## src/rtl/core/plist_pkg.sv

```systemverilog
`timescale 1ns / 1ps
`default_nettype none
// ----------------------------------------------------------------------------
// plist_pkg
// Shared codes and types for the positional list engine: item kinds, result
// status codes and the per-cycle command broadcast to the cell row.
// ----------------------------------------------------------------------------
package plist_pkg;

	// Field widths fixed by the interface
	localparam int ID_W    = 31;
	localparam int POS_W   = 8;
	localparam int KIND_W  = 3;
	localparam int STAT_W  = 2;
	localparam int SIZE_W  = 7;
	localparam int RIDX_W  = 6;
	// Cell index width; covers the largest supported row of 64 cells
	localparam int CIDX_W  = 6;

	// Item kinds
	localparam logic [KIND_W-1:0] KIND_INS_FRONT = 3'd0;
	localparam logic [KIND_W-1:0] KIND_INS_BACK  = 3'd1;
	localparam logic [KIND_W-1:0] KIND_INS_AT    = 3'd2;
	localparam logic [KIND_W-1:0] KIND_REM_FRONT = 3'd3;
	localparam logic [KIND_W-1:0] KIND_REM_BACK  = 3'd4;
	localparam logic [KIND_W-1:0] KIND_REM_AT    = 3'd5;
	localparam logic [KIND_W-1:0] KIND_DUMP      = 3'd6;

	// Result status codes
	localparam logic [STAT_W-1:0] ST_OK     = 2'd0;
	localparam logic [STAT_W-1:0] ST_BADPOS = 2'd1;
	localparam logic [STAT_W-1:0] ST_EMPTY  = 2'd2;
	localparam logic [STAT_W-1:0] ST_FULL   = 2'd3;

	// Cell row commands
	localparam logic [1:0] OP_HOLD = 2'd0;
	localparam logic [1:0] OP_INS  = 2'd1;
	localparam logic [1:0] OP_REM  = 2'd2;
	localparam logic [1:0] OP_ROT  = 2'd3;

	// Command broadcast to every cell: insert/remove position, or the tail
	// index for a rotate
	typedef struct packed {
		logic [1:0]        op;
		logic [CIDX_W-1:0] pos;
	} plist_ctl_t;

endpackage
`default_nettype wire

```

## src/rtl/core/plist_cell.sv

```systemverilog
`timescale 1ns / 1ps
`default_nettype none
// ----------------------------------------------------------------------------
// plist_cell
// One slot of the list row. Holds one identifier and takes its left or right
// neighbor, the new identifier or the head value as the broadcast command says.
// ----------------------------------------------------------------------------
module plist_cell #(
	parameter int IDX = 0
) (
	input  wire                           clk,
	input  plist_pkg::plist_ctl_t         ctl,
	input  wire  [plist_pkg::ID_W-1:0]    new_id,
	input  wire  [plist_pkg::ID_W-1:0]    left,
	input  wire  [plist_pkg::ID_W-1:0]    right,
	input  wire  [plist_pkg::ID_W-1:0]    head,
	output logic [plist_pkg::ID_W-1:0]    data
);

	localparam logic [plist_pkg::CIDX_W-1:0] MY_IDX = plist_pkg::CIDX_W'(IDX);

	logic [plist_pkg::ID_W-1:0] data_q;
	logic [plist_pkg::ID_W-1:0] data_d;

	// Pick the next content of this slot
	always_comb begin
		data_d = data_q;
		case (ctl.op)
			plist_pkg::OP_INS: begin
				if (MY_IDX == ctl.pos) data_d = new_id;
				else if (MY_IDX > ctl.pos) data_d = left;
			end
			plist_pkg::OP_REM: begin
				if (MY_IDX >= ctl.pos) data_d = right;
			end
			plist_pkg::OP_ROT: begin
				if (MY_IDX == ctl.pos) data_d = head;
				else if (MY_IDX < ctl.pos) data_d = right;
			end
			default: data_d = data_q;
		endcase
	end

	// Hold the slot
	always_ff @(posedge clk) begin
		data_q <= data_d;
	end

	assign data = data_q;

endmodule
`default_nettype wire

```

## config.mk

```make
export PLATFORM = sky130hd
export DESIGN_NAME = plist_cell
export DESIGN_NICKNAME = d
export VERILOG_FILES = /design/src/rtl/core/plist_pkg.sv /design/src/rtl/core/plist_cell.sv
export SDC_FILE = /design/constraint.sdc
export NUM_CORES = 1
export LEC_CHECK = 0
export BUFFER_PORTS_ARGS = -buffer_cell sky130_fd_sc_hd__buf_4
export CORE_ASPECT_RATIO = 0.6
export CORE_MARGIN = 4
export CORE_UTILIZATION = 36
export CTS_CLUSTER_DIAMETER = 50
export DETAILED_ROUTE_END_ITERATION = 10
export GPL_TIMING_DRIVEN = 0
export PLACE_DENSITY = 0.76
export SYNTH_ARGS = -nofsm -noshare
export SYNTH_HDL_FRONTEND = slang
export SYNTH_SLANG_ARGS = --single-unit
export TNS_END_PERCENT = 1
```

## constraint.sdc

```tcl
create_clock -name clk -period 2.9 [get_ports clk]
set_input_delay 0.58 -clock clk [delete_from_list [all_inputs] [get_ports clk]]
set_output_delay 0.58 -clock clk [all_outputs]
set_load 0.03 [all_outputs]
```

==> results.cfg <==
[timing]
final_max_slew_viol_count = 0
finalWorstSetupSlack_ns = 0.185
timing.final.crit_share_pct = 93.6
max_freq_ghz = 0.368
slew_headroom_pct = 45.9
rsz0062_at_grt = false
holdWs_ns = 0.655
final.min_clock_period_ns = 2.72
finalSetupViolations = 0
tns_ns = 0
worstMarginPinSlew_ns = 0.812
hold_viol = 0

[placed_design]
placed_cells = 349
port-buffer-count = 162
post-dp-hpwl_um = 5310
routabilityCongestion = 0.726
place_area_um2 = 3500
pre_cts_ws_ns = -0.159

[synthesis]
syn_avg_cell_area_um2 = 20.3
ys_seq_area_share_pct = 43.2
synth_top_cells_by_count = edfxtp_1, mux2_2, mux4_1, mux4_2, clkbuf_1
synth.distinct_cells = 10
yosys.area.top_type = edfxtp_1
syn_nets = 239
ys_ff_latch = 31
synth_top_area_share_pct = 43.2
ys_top_cells_by_area = edfxtp_1, mux4_1, mux2_2, mux4_2, mux2_1
synth_ff_type = edfxtp_1
synth_edf_count = 31
yosysWarnings = 0
synth_cells = 106
async_flop_share_pct = 0
netlist_area_um2 = 2150
synth_most_common_cell = edfxtp_1

[clock_network]
clock-sinks = 31
postCtsSetupBuffers = 0
ctsHoldBuffers = 0
root_buffer = clkbuf_8
path_clk_slew_ns = 0.06
clockBufferDepth = 2
cts-resized-gates = 0
cts_tree = built
ctsHtreeMaxLevel = 2
cts_buffers = 5

[global_routing]
antenna_found_initial = 0
grt_pass1_wl_um = 9320
gr-total-overflow = 0
first_global_vias = 1913
track_usage_pct = 16.8
grt_max_degree = 18

[floorplanning]
core-area_um2 = 5680
num_rows = 21
dieArea_um2 = 7330
die_x_um = 108
initial_utilization_pct = 38.0
die_y_um = 67.9
ioPinCount = 164

[critical_path]
critical_path_class = input pin to flop
crit_fanout = 17
critPathLaunchType = input pin
arrival_ns = 2.71
required_ns = 2.89
cp-end-kind = flop
crit_start = ctl[0]

[worst_hold_path]
min_path_type = input pin to flop
hp-start = ctl[7]

[routing]
routed_via_density = 5.01
firstDrtPassIters = 4
drtIter0Drc = 50
drc = 0
antenna_left = 0
drt_wl_total_um = 6270
wl_per_cell_um = 17.5
vias = 1790

[layout]
finalNonFillerCells = 357
drive_gt1_share_pct = 75.5
finalCoreUtilization_pct = 63.1
syn_to_final_growth_pct = 66.1
stdcell_area_um2 = 3580
final_nets = 409
diodes = 0
largest_reg_flops = 31

[pwr]
power_leakage_nw = 1.54
power_density_nw_per_um2 = 351
ir_drop_v = 0.000148
finalPower_mw = 1.26

[status]
status = completed

[job]
drv_cap = 0
-- cell families (layout without fill, tap and decap cells) --
group | after synthesis | count (layout) | synth area share, %
adders and majority gates | 1 | 1 | 0.465
muxes | 62 | 62 | 52.3
buffers and inverters | 10 | 181 | 2.79
and+or+nand+nor | 2 | 2 | 1.28
DFF | 31 | 31 | 43.2
-- layer usage --
metal / global-route usage, % / part of all wire (%)
met1: 19.0 / 36
met4: 4.72 / 1.4
met2: 29.6 / 51
met3: 7.54 / 11
met5: 0 / 0
-- path summary, 6_finish.rpt --
kind	slack (ns)	end	cells past startpoint
hold / removal	0.65	data[12]	2
setup / recovery	0.18	data[17]	6
-- placed cells by master (no fill, tap or decap) --
master,count
clkbuf_8,5
mux4_1,21
edfxtp_1,31
mux4_2,10
nor3_4,1
or4_4,1
buf_6,3
buf_4,162
buf_16,1
maj3_1,1
clkinv_1,2
clkbuf_1,8
mux2_1,5
mux2_2,26
-- final cells by class --
cell class	count	area, µm²
tap	80	100
clock buffer	6	72.6
timing repair buffer	163	1240
buffer	10	60.1
clock inverter	2	7.51
sequential	31	931
fill	450	2100
multi-input combinational	65	1160
-- power breakdown --
| part | internal, mW | switching (mW) | leakage [nW] |
|---|---|---|---|
| Clock | 0.163 | 0.159 | 0.0403 |
| Combinational | 0.230 | 0.159 | 1.20 |
| Sequential | 0.537 | 0.00868 | 0.291 |
| Total | 0.931 | 0.326 | 1.54 |
-- critical path: stages --
cell and delay, ns:
buf_4 0.11, or4_4 0.53, nor3_4 0.29, buf_6 0.23, maj3_1 0.73, buf_16 0.23
(Power assumes the default switching activity.)
